### config.mk
export PLATFORM = sky130hd
export DESIGN_NAME = hsv_to_rgb_converter_unit
export DESIGN_NICKNAME = d
export VERILOG_FILES = /design/src/hdl/hsvrgb_pkg.sv /design/src/hdl/hsvrgb_sector.sv /design/src/hdl/hsvrgb_scale.sv /design/src/hdl/hsvrgb_shade.sv /design/src/hdl/hsvrgb_route.sv /design/src/hdl/hsv_to_rgb_converter_unit.sv
export SDC_FILE = /design/constraint.sdc
export NUM_CORES = 2
export LEC_CHECK = 0
export ABC_AREA = 1
export BUFFER_PORTS_ARGS = -buffer_cell sky130_fd_sc_hd__clkbuf_2
export CAP_MARGIN = 10
export CELL_PAD_IN_SITES_DETAIL_PLACEMENT = 1
export CELL_PAD_IN_SITES_GLOBAL_PLACEMENT = 1
export CORE_MARGIN = 1
export CORE_UTILIZATION = 54
export CTS_CLUSTER_DIAMETER = 80
export DETAILED_ROUTE_END_ITERATION = 6
export PLACE_DENSITY = 0.89
export SYNTH_ARGS = -nofsm -noshare
export SYNTH_HDL_FRONTEND = slang
export SYNTH_HIERARCHICAL = 1
export SYNTH_SLANG_ARGS = --single-unit
### constraint.sdc
create_clock -name clk -period 10.7 [get_ports clk]
set_input_delay 0.535 -clock clk [delete_from_list [all_inputs] [get_ports clk]]
set_output_delay 0.535 -clock clk [all_outputs]
set_load 0.05 [all_outputs]
### src/hdl/hsvrgb_pkg.sv
package hsvrgb_pkg;

  // Fraction bits of every level; ONE stands for 1.0.
  localparam int FRAC_BITS = 12;
  localparam int LEVEL_W   = FRAC_BITS + 1;
  localparam int H6_W      = FRAC_BITS + 3;
  localparam int PROD_W    = 2 * LEVEL_W;
  localparam int TDATA_W   = ((3 * LEVEL_W + 7) / 8) * 8;

  localparam logic [LEVEL_W-1:0] ONE = LEVEL_W'(1) << FRAC_BITS;

  typedef logic [LEVEL_W-1:0]   level_t;
  typedef logic [FRAC_BITS-1:0] frac_t;

  // Hue sectors of the six-sector color wheel.
  typedef enum logic [2:0] {
    SECT_RED_YEL  = 3'd0,
    SECT_YEL_GRN  = 3'd1,
    SECT_GRN_CYAN = 3'd2,
    SECT_CYAN_BLU = 3'd3,
    SECT_BLU_MAG  = 3'd4,
    SECT_MAG_RED  = 3'd5
  } sector_t;

  // Word leaving the sector stage.
  typedef struct packed {
    level_t  v;
    level_t  s;
    sector_t sector;
    frac_t   f;
  } sect_t;

  // Word leaving the saturation scaling stage.
  typedef struct packed {
    level_t  v;
    sector_t sector;
    level_t  oms;   // ONE - s
    level_t  qf;    // ONE - s*f
    level_t  tf;    // ONE - s*(ONE-f)
  } scale_t;

  // Word leaving the value scaling stage.
  typedef struct packed {
    level_t  v;
    sector_t sector;
    level_t  p;
    level_t  q;
    level_t  t;
  } shade_t;

  typedef struct packed {
    level_t blue;
    level_t green;
    level_t red;
  } rgb_t;

endpackage

### src/hdl/hsvrgb_sector.sv
module hsvrgb_sector (
  input  logic                  clk,
  input  logic                  rst_n,
  input  logic                  valid_i,
  output logic                  ready_o,
  input  hsvrgb_pkg::level_t    value_i,
  input  hsvrgb_pkg::level_t    hue_i,
  input  hsvrgb_pkg::level_t    sat_i,
  output logic                  valid_o,
  input  logic                  ready_i,
  output hsvrgb_pkg::sect_t     data_o
);

  logic                   valid_r;
  hsvrgb_pkg::sect_t      data_r;
  hsvrgb_pkg::sect_t      data_nxt;
  hsvrgb_pkg::frac_t      hue_wrap;
  logic [hsvrgb_pkg::H6_W-1:0] h6;

  // Saturate value and saturation at one, fold a full turn of hue to zero.
  always_comb begin
    hue_wrap = (hue_i >= hsvrgb_pkg::ONE) ? '0 : hue_i[hsvrgb_pkg::FRAC_BITS-1:0];
    h6       = hsvrgb_pkg::H6_W'(hue_wrap) * hsvrgb_pkg::H6_W'(6);
    data_nxt.v      = (value_i > hsvrgb_pkg::ONE) ? hsvrgb_pkg::ONE : value_i;
    data_nxt.s      = (sat_i > hsvrgb_pkg::ONE) ? hsvrgb_pkg::ONE : sat_i;
    data_nxt.sector = hsvrgb_pkg::sector_t'(h6[hsvrgb_pkg::H6_W-1:hsvrgb_pkg::FRAC_BITS]);
    data_nxt.f      = h6[hsvrgb_pkg::FRAC_BITS-1:0];
  end

  assign ready_o = !valid_r || ready_i;

  always_ff @(posedge clk) begin
    if (!rst_n) begin
      valid_r <= 1'b0;
    end else if (ready_o) begin
      valid_r <= valid_i;
    end
  end

  always_ff @(posedge clk) begin
    if (ready_o && valid_i) begin
      data_r <= data_nxt;
    end
  end

  assign valid_o = valid_r;
  assign data_o  = data_r;

endmodule

### src/hdl/hsvrgb_scale.sv
module hsvrgb_scale (
  input  logic                  clk,
  input  logic                  rst_n,
  input  logic                  valid_i,
  output logic                  ready_o,
  input  hsvrgb_pkg::sect_t     data_i,
  output logic                  valid_o,
  input  logic                  ready_i,
  output hsvrgb_pkg::scale_t    data_o
);

  logic                          valid_r;
  hsvrgb_pkg::scale_t            data_r;
  hsvrgb_pkg::scale_t            data_nxt;
  hsvrgb_pkg::level_t            one_minus_f;
  logic [hsvrgb_pkg::PROD_W-1:0] sf_full;
  logic [hsvrgb_pkg::PROD_W-1:0] st_full;

  // Saturation times the in-sector fraction and its complement, truncated.
  always_comb begin
    one_minus_f = hsvrgb_pkg::ONE - hsvrgb_pkg::LEVEL_W'(data_i.f);
    sf_full = hsvrgb_pkg::PROD_W'(data_i.s) * hsvrgb_pkg::PROD_W'(data_i.f);
    st_full = hsvrgb_pkg::PROD_W'(data_i.s) * hsvrgb_pkg::PROD_W'(one_minus_f);
    data_nxt.v      = data_i.v;
    data_nxt.sector = data_i.sector;
    data_nxt.oms    = hsvrgb_pkg::ONE - data_i.s;
    data_nxt.qf     = hsvrgb_pkg::ONE -
                      sf_full[hsvrgb_pkg::FRAC_BITS +: hsvrgb_pkg::LEVEL_W];
    data_nxt.tf     = hsvrgb_pkg::ONE -
                      st_full[hsvrgb_pkg::FRAC_BITS +: hsvrgb_pkg::LEVEL_W];
  end

  assign ready_o = !valid_r || ready_i;

  always_ff @(posedge clk) begin
    if (!rst_n) begin
      valid_r <= 1'b0;
    end else if (ready_o) begin
      valid_r <= valid_i;
    end
  end

  always_ff @(posedge clk) begin
    if (ready_o && valid_i) begin
      data_r <= data_nxt;
    end
  end

  assign valid_o = valid_r;
  assign data_o  = data_r;

endmodule

### src/hdl/hsvrgb_shade.sv
module hsvrgb_shade (
  input  logic                  clk,
  input  logic                  rst_n,
  input  logic                  valid_i,
  output logic                  ready_o,
  input  hsvrgb_pkg::scale_t    data_i,
  output logic                  valid_o,
  input  logic                  ready_i,
  output hsvrgb_pkg::shade_t    data_o
);

  logic                          valid_r;
  hsvrgb_pkg::shade_t            data_r;
  hsvrgb_pkg::shade_t            data_nxt;
  logic [hsvrgb_pkg::PROD_W-1:0] p_full;
  logic [hsvrgb_pkg::PROD_W-1:0] q_full;
  logic [hsvrgb_pkg::PROD_W-1:0] t_full;

  // Scale the three factors by value; results never exceed value itself.
  always_comb begin
    p_full = hsvrgb_pkg::PROD_W'(data_i.v) * hsvrgb_pkg::PROD_W'(data_i.oms);
    q_full = hsvrgb_pkg::PROD_W'(data_i.v) * hsvrgb_pkg::PROD_W'(data_i.qf);
    t_full = hsvrgb_pkg::PROD_W'(data_i.v) * hsvrgb_pkg::PROD_W'(data_i.tf);
    data_nxt.v      = data_i.v;
    data_nxt.sector = data_i.sector;
    data_nxt.p      = p_full[hsvrgb_pkg::FRAC_BITS +: hsvrgb_pkg::LEVEL_W];
    data_nxt.q      = q_full[hsvrgb_pkg::FRAC_BITS +: hsvrgb_pkg::LEVEL_W];
    data_nxt.t      = t_full[hsvrgb_pkg::FRAC_BITS +: hsvrgb_pkg::LEVEL_W];
  end

  assign ready_o = !valid_r || ready_i;

  always_ff @(posedge clk) begin
    if (!rst_n) begin
      valid_r <= 1'b0;
    end else if (ready_o) begin
      valid_r <= valid_i;
    end
  end

  always_ff @(posedge clk) begin
    if (ready_o && valid_i) begin
      data_r <= data_nxt;
    end
  end

  assign valid_o = valid_r;
  assign data_o  = data_r;

endmodule

### src/hdl/hsvrgb_route.sv
module hsvrgb_route (
  input  logic                  clk,
  input  logic                  rst_n,
  input  logic                  valid_i,
  output logic                  ready_o,
  input  hsvrgb_pkg::shade_t    data_i,
  output logic                  valid_o,
  input  logic                  ready_i,
  output hsvrgb_pkg::rgb_t      data_o
);

  logic               valid_r;
  hsvrgb_pkg::rgb_t   data_r;
  hsvrgb_pkg::rgb_t   data_nxt;

  // Six-sector routing of v, p, q and t onto the color channels.
  always_comb begin
    unique case (data_i.sector)
      hsvrgb_pkg::SECT_RED_YEL: begin
        data_nxt.red = data_i.v; data_nxt.green = data_i.t; data_nxt.blue = data_i.p;
      end
      hsvrgb_pkg::SECT_YEL_GRN: begin
        data_nxt.red = data_i.q; data_nxt.green = data_i.v; data_nxt.blue = data_i.p;
      end
      hsvrgb_pkg::SECT_GRN_CYAN: begin
        data_nxt.red = data_i.p; data_nxt.green = data_i.v; data_nxt.blue = data_i.t;
      end
      hsvrgb_pkg::SECT_CYAN_BLU: begin
        data_nxt.red = data_i.p; data_nxt.green = data_i.q; data_nxt.blue = data_i.v;
      end
      hsvrgb_pkg::SECT_BLU_MAG: begin
        data_nxt.red = data_i.t; data_nxt.green = data_i.p; data_nxt.blue = data_i.v;
      end
      default: begin
        data_nxt.red = data_i.v; data_nxt.green = data_i.p; data_nxt.blue = data_i.q;
      end
    endcase
  end

  assign ready_o = !valid_r || ready_i;

  always_ff @(posedge clk) begin
    if (!rst_n) begin
      valid_r <= 1'b0;
    end else if (ready_o) begin
      valid_r <= valid_i;
    end
  end

  always_ff @(posedge clk) begin
    if (ready_o && valid_i) begin
      data_r <= data_nxt;
    end
  end

  assign valid_o = valid_r;
  assign data_o  = data_r;

endmodule

### src/hdl/hsv_to_rgb_converter_unit.sv
// HSV to RGB pixel converter using the six-sector color wheel.
// The input channel (in_tvalid, in_tready, in_tdata) carries one pixel per
// word as value, hue and saturation, unsigned fractions with 12 fraction bits
// where 4096 means 1.0. Value and saturation above one are treated as one,
// and a hue of a full turn or more is treated as zero. The output channel
// (out_tvalid, out_tready, out_tdata) carries one word of red, green and blue
// in the same format for each input word, in input order.
// The datapath is a four-stage pipeline: sector and fraction, saturation
// products, value products, and channel routing into the output register.
// Each word passes the sector, scale, shade and route registers in order on its
// way to out_tvalid. Throughput is one pixel per clock while out_tready is
// high; a low out_tready stalls the pipe.
// Each stage has its own valid bit and takes a new word whenever it is empty
// or its word moves on, so bubbles close up while out_tready is low and up to
// four words sit in the pipe. A stall holds every word in place; nothing is
// lost or repeated.
// A synchronous active-low reset empties the pipeline; the block keeps no
// other state.
module hsv_to_rgb_converter_unit (
  input  logic                               clk,
  input  logic                               rst_n,
  input  logic                               in_tvalid,
  output logic                               in_tready,
  // Fields from bit 0 up: value_level, hue_angle, saturation_level, zero pad.
  input  logic [hsvrgb_pkg::TDATA_W-1:0]     in_tdata,
  output logic                               out_tvalid,
  input  logic                               out_tready,
  // Fields from bit 0 up: red_level, green_level, blue_level, zero pad.
  output logic [hsvrgb_pkg::TDATA_W-1:0]     out_tdata
);

  hsvrgb_pkg::sect_t  sect_data;
  hsvrgb_pkg::scale_t scale_data;
  hsvrgb_pkg::shade_t shade_data;
  hsvrgb_pkg::rgb_t   rgb_data;
  logic               sect_valid;
  logic               sect_ready;
  logic               scale_valid;
  logic               scale_ready;
  logic               shade_valid;
  logic               shade_ready;

  // Stage one: clamp inputs, split hue into sector and in-sector fraction.
  hsvrgb_sector u_sector (
    .clk     (clk),
    .rst_n   (rst_n),
    .valid_i (in_tvalid),
    .ready_o (in_tready),
    .value_i (in_tdata[0 +: hsvrgb_pkg::LEVEL_W]),
    .hue_i   (in_tdata[hsvrgb_pkg::LEVEL_W +: hsvrgb_pkg::LEVEL_W]),
    .sat_i   (in_tdata[2*hsvrgb_pkg::LEVEL_W +: hsvrgb_pkg::LEVEL_W]),
    .valid_o (sect_valid),
    .ready_i (sect_ready),
    .data_o  (sect_data)
  );

  // Stage two: saturation times fraction terms.
  hsvrgb_scale u_scale (
    .clk     (clk),
    .rst_n   (rst_n),
    .valid_i (sect_valid),
    .ready_o (sect_ready),
    .data_i  (sect_data),
    .valid_o (scale_valid),
    .ready_i (scale_ready),
    .data_o  (scale_data)
  );

  // Stage three: p, q and t from value. Zero saturation makes all three equal
  // to value, so grey pixels need no separate path.
  hsvrgb_shade u_shade (
    .clk     (clk),
    .rst_n   (rst_n),
    .valid_i (scale_valid),
    .ready_o (scale_ready),
    .data_i  (scale_data),
    .valid_o (shade_valid),
    .ready_i (shade_ready),
    .data_o  (shade_data)
  );

  // Stage four: route by sector into the output register.
  hsvrgb_route u_route (
    .clk     (clk),
    .rst_n   (rst_n),
    .valid_i (shade_valid),
    .ready_o (shade_ready),
    .data_i  (shade_data),
    .valid_o (out_tvalid),
    .ready_i (out_tready),
    .data_o  (rgb_data)
  );

  assign out_tdata = hsvrgb_pkg::TDATA_W'(rgb_data);

endmodule
== Yosys cells after proc, flatten, opt, wreduce, memory -nomap -nowiden ==
Index checks and enable logic that the tools add are counted.

* Bits in registers: 193
* Latch bits: 0
* RAM bits: 0
* Memory bits (read-only): 0
* Input bits: 44
* Output and inout port bits: 42
* Word-level logic and storage cells: 53
* Memories kept: 0

* Add/subtract/negate cells: 4
* Multiply operators: 6
* Divide/modulo/power cells: 0
* Magnitude comparators: 3
* Eq/ne operators: 4
* Shift operators: 0
* Mux-type cells: 2
* Bitwise gates (word level): 0
* Reduce and logical (&&, ||, !) cells: 13

{| class="wikitable"
|+ Operators with widths
! operator !! number
|-
| one-hot mux 39 bit (5 select lines) || 1
|-
| multiplier 13 x 13 -> 25 bit || 4
|-
| subtractor 13 bit, first input constant || 3
|-
| > comparator 13 bit, second input constant || 2
|-
| multiplier 13 x 11 -> 24 bit || 1
|-
| multiplier 12 x 2 -> 14 bit, second input constant || 1
|-
| greater-or-equal comparator 13 bit, second input constant || 1
|-
| subtractor 13 x 12 -> 13 bit, first input constant || 1
|-
| 2-to-1 mux 12 bit || 1
|-
| == test 3 x 2 -> 1 bit, second input constant || 2
|-
| logical AND 1 bit || 4
|-
| logical NOT 1 bit || 4
|-
| logical OR 1 bit || 4
|-
| == test 3 x 1 -> 1 bit, second input constant || 1
|-
| == test 3 bit, second input constant || 1
|-
| logical NOT 3 bit || 1
|}

== Logic depth before layout (Yosys ltp) ==
* Depth in word-level cells: 6
* Depth in mapped cells: 37
* Gate-level depth less buffers: 36

== Cells and area by module ==
The synthesis kept the hierarchy.

{| class="wikitable"
|+ Modules (own cells, without submodules)
! module !! times used !! cells an instance !! area an instance (µm²)
|-
| hsvrgb_shade || 1 || 2450 || 18690.4
|-
| hsvrgb_scale || 1 || 1735 || 13431.6
|-
| hsvrgb_route || 1 || 380 || 2927.8
|-
| hsvrgb_sector || 1 || 239 || 2278.4
|-
| hsv_to_rgb_converter_unit || 1 || 2 || 11.3
|}

== Worst setup path after synthesis ==
Ideal clock, no wire load.

* Kind: register to register
* Start: reg u_sector.data_r, in the netlist u_sector/data_o[1]
* End: reg u_scale.data_r, in the netlist u_scale/data_o[11] (data pin)
* Library setup time: 0.252 ns
* Arrival: 6.055 ns
* Required time: 10.448 ns
* Setup slack: 4.392 ns
* Cell stages (with the launch flop): 32
* Path buffers: 2
* Period minus slack after synthesis: 6.308 ns
* Cells stage by stage: edfxtp_1 clkbuf_1 inv_1 ha_1 nand3_1 or2_2 or3_1 nand2_1 inv_1 buf_2 nand2_1 fa_1 fa_1 inv_1 fa_1 fa_1 inv_1 fa_1 inv_1 ha_1 a21o_1 nor2_1 a21boi_1 nand2_1 nand2_1 nand2_2 nor2_2 nand3_2 nor2_2 nand2_1 nand2_1 nand2_1

{| class="wikitable"
|+ RTL lines
! element !! RTL line !! source
|-
| start: declaration || hsvrgb_sector.sv:15 || <nowiki>hsvrgb_pkg::sect_t data_r;</nowiki>
|-
| start signal: assignment || hsvrgb_sector.sv:42 || <nowiki>data_r <= data_nxt;</nowiki>
|-
| end signal: assignment || hsvrgb_scale.sv:45 || <nowiki>data_r <= data_nxt;</nowiki>
|-
| end: declaration || hsvrgb_scale.sv:13 || <nowiki>hsvrgb_pkg::scale_t data_r;</nowiki>
|}

==> metrics.txt <==
sequential fraction of the synthesis area 15.4%; Final ANT Viol Nets 0; CP max FO 16; DR WL/cell 22.1 um; First-pass DRT Iterations 6; Yosys cell types 56; crit path max-delay cell type edfxtp_1; most frequent cells in the layout 1304 x nand2_1, 1283 x inv_1, 586 x fa_1, 330 x ha_1, 224 x nor2_1; register area 5760 um^2; slowest stage delay, CP 0.68 ns; DRC 0; DP HPWL 92900 um; Setup Total Neg Slack 0 ns; reg2reg end u_scale/data_o[12]; CP endpoint kind flop; RSZ-0062 raised after global routing false; number of cells upsized or downsized after cts 0; DRT Wirelength 125000 um; Mapped Cells 4806; clock buffer depth 2; GR Util met1 39.7%; Crit path top cell by count nand2_1; Finished Core Util 57.0%; CTS tree yes; layout cells sized above 1 5.46%; DR vias 32.4k; ranking of synthesized cells by area fa_1 31%, edfxtp_1 15%, nand2_1 13%, inv_1 13%, ha_1 11%; Rel. slew slack 22.4%; most common cell after layout, fill and taps aside nand2_1; synthesized cell area 37300 um^2; RR Startpoint u_sector/data_o[2]; H-tree levels 4; Iter 0 DRT Violations 2317; Post-synth EDFFs 189; clock period minus worst slack 7.35 ns; Tot GR Track Use 36.4%; Yosys warning total 6; TritonCTS Sinks 193; initial antenna violation count 1; post-CTS setup buffer count 0; Worst-path clk slew 0.08 ns; ys flop type edfxtp_1; Setup CP Type reg -> reg; starting density of the core 54.5%; Root Buffer clkbuf_16; met2 usage 66.0%; FILL cells 8536; row count 96; die width 265 um; Synth area leader fa_1; beginning of the critical path u_sector/data_o[2]; pin count of the biggest net entering global routing 56; Worst Setup Start Kind flop; via/cell ratio 5.73; Hold WC Path Type in -> reg; busiest layer in global routing met2; Critical Path Sink u_scale/data_o[12]; area share of the largest cell type after synthesis 31.4%; f_max 136 MHz; I/O Buffers 83; Post-synth ARST share 0%; setup violators final 0; first-pass GRT wire length 198000 um; Worst Reg-to-Reg Cells 33; number of global-route vias before repair 37.6k; cts bufs inserted 17; P&R area growth vs syn 4.56%; CP required 10.96 ns; die footprint 70200 um^2; Max Cap Viol 0; Die Y-Extent 265 um; Final Hold Viols 0; status complete, no violations; Worst-Skew Late Latency 0.52 ns; synthesized area per cell 7.77 um^2; Final Cycle Share 68.7%; GP Congestion 0.891; core box area 68500 um^2; worst slew pin tran 1.16 ns; syn nets 5766; met3 global-route usage 6.07%; multi-input logic area 25900 um^2; Final Slew Violations 0; Seq cells post-synth 193; flop2flop setup slack 3.35 ns; Congestion Overflow GR 0; crit path DAT 7.61 ns; clk_skew 0.0302 ns; Ports 86; Post-CTS Hold Fix Bufs 0; nets 5724
==> metal layers <==
| layer | routed length (um) | up-vias |
|---|---|---|
| met5 | 0 | - |
| met4 | 7950 | 0 |
| met3 | 7240 | 571 |
| met2 | 64300 | 1423 |
| met1 | 45700 | 16400 |
| li1 | - | 14100 |
==> metrics by stage <==
step / cells / area, um^2 / setup WS, ns / hold WS [ns]
CTS: 5658 / 39000 / 3.44 / 0.204
detailed placement: 5626 / 38400 / 3.52 / 0.413
floorplan: 4806 / 37300 / 4.39 / 0.400
finish: 5661 / 39000 / 3.35 / 0.224
global placement: 5626 / 38400 / 3.74 / 0.401
global route: 5659 / 39000 / 2.90 / 0.223
==> sequential cells by signal, indices dropped and copies added (netlist names) <==
name	count
u_scale/data_o	55
u_shade/valid_o	1
u_scale/valid_o	1
u_sector/valid_o	1
u_route/valid_o	1
u_sector/data_o	40
u_shade/data_o	55
u_route/data_o	39
==> final cells by class <==
| type | instances | share of cell area [%] |
|---|---|---|
| antenna | 2 | 0.0128 |
| clock buffer | 17 | 1.09 |
| clock inverter | 15 | 0.554 |
| inverter | 1293 | 12.4 |
| multi-input combinational | 3136 | 66.5 |
| sequential | 193 | 14.7 |
| tap | 882 | 2.83 |
| timing repair buffer | 123 | 1.87 |
==> synth_stat cells, types with 37 or more instances <==
| cell | instances |
|---|---|
| o21ai_0 | 60 |
| edfxtp_1 | 189 |
| nand2_2 | 39 |
| nand2_1 | 1304 |
| clkbuf_1 | 134 |
| fa_1 | 586 |
| nor2_1 | 224 |
| nand3_1 | 145 |
| nand4_1 | 84 |
| inv_1 | 1283 |
| nor3_1 | 37 |
| a21oi_1 | 117 |
| ha_1 | 330 |
| xor2_1 | 44 |
==> how the worst min path moves through the flow <==
stage | start | endpoint | depth (start not counted) | slack, ns
3_3_place_gp | u_sector/data_o[14] | u_scale/data_o[41] | 0 | 0.40
4_1_cts | in_tdata[12] | u_sector/data_o[40] | 1 | 0.20
6_report | in_tdata[12] | u_sector/data_o[40] | 1 | 0.22
3_5_place_dp | u_sector/data_o[34] | u_scale/data_o[48] | 0 | 0.41
2_1_floorplan | u_sector/data_o[12] | u_scale/data_o[39] | 0 | 0.40
5_1_grt | in_tdata[12] | u_sector/data_o[40] | 1 | 0.22
==> logic make-up (layout without fill, tap and decap cells) <==
family                     count (synthesis)  after routing  share of synthesized area, %
and+or+nand+nor                         1910           1910                          21.6
buffers and inverters                   1477           1448                          15.2
adders and majority gates                916            916                          42.5
AOI/OAI and AO/OA                        236            236                          3.54
DFF                                      193            193                          15.4
xor gates and xnor gates                  72             72                          1.73
other                                      2              4                        0.0201
==> worst max-delay path, delay by kind of cell, from the launching register on <==
kind | cells | cell delay [ns]
buffers and inverters | 7 | 0.74
flip-flops | 1 | 0.68
AO/OA/AOI/OAI | 1 | 0.16
adder cells (fa/ha/maj) | 6 | 3.03
AND/OR/NAND/NOR | 19 | 2.49
Power is left out: the tool's default activity adds up to more than one toggle a clock period on the data nets, which glitch-free logic cannot reach.
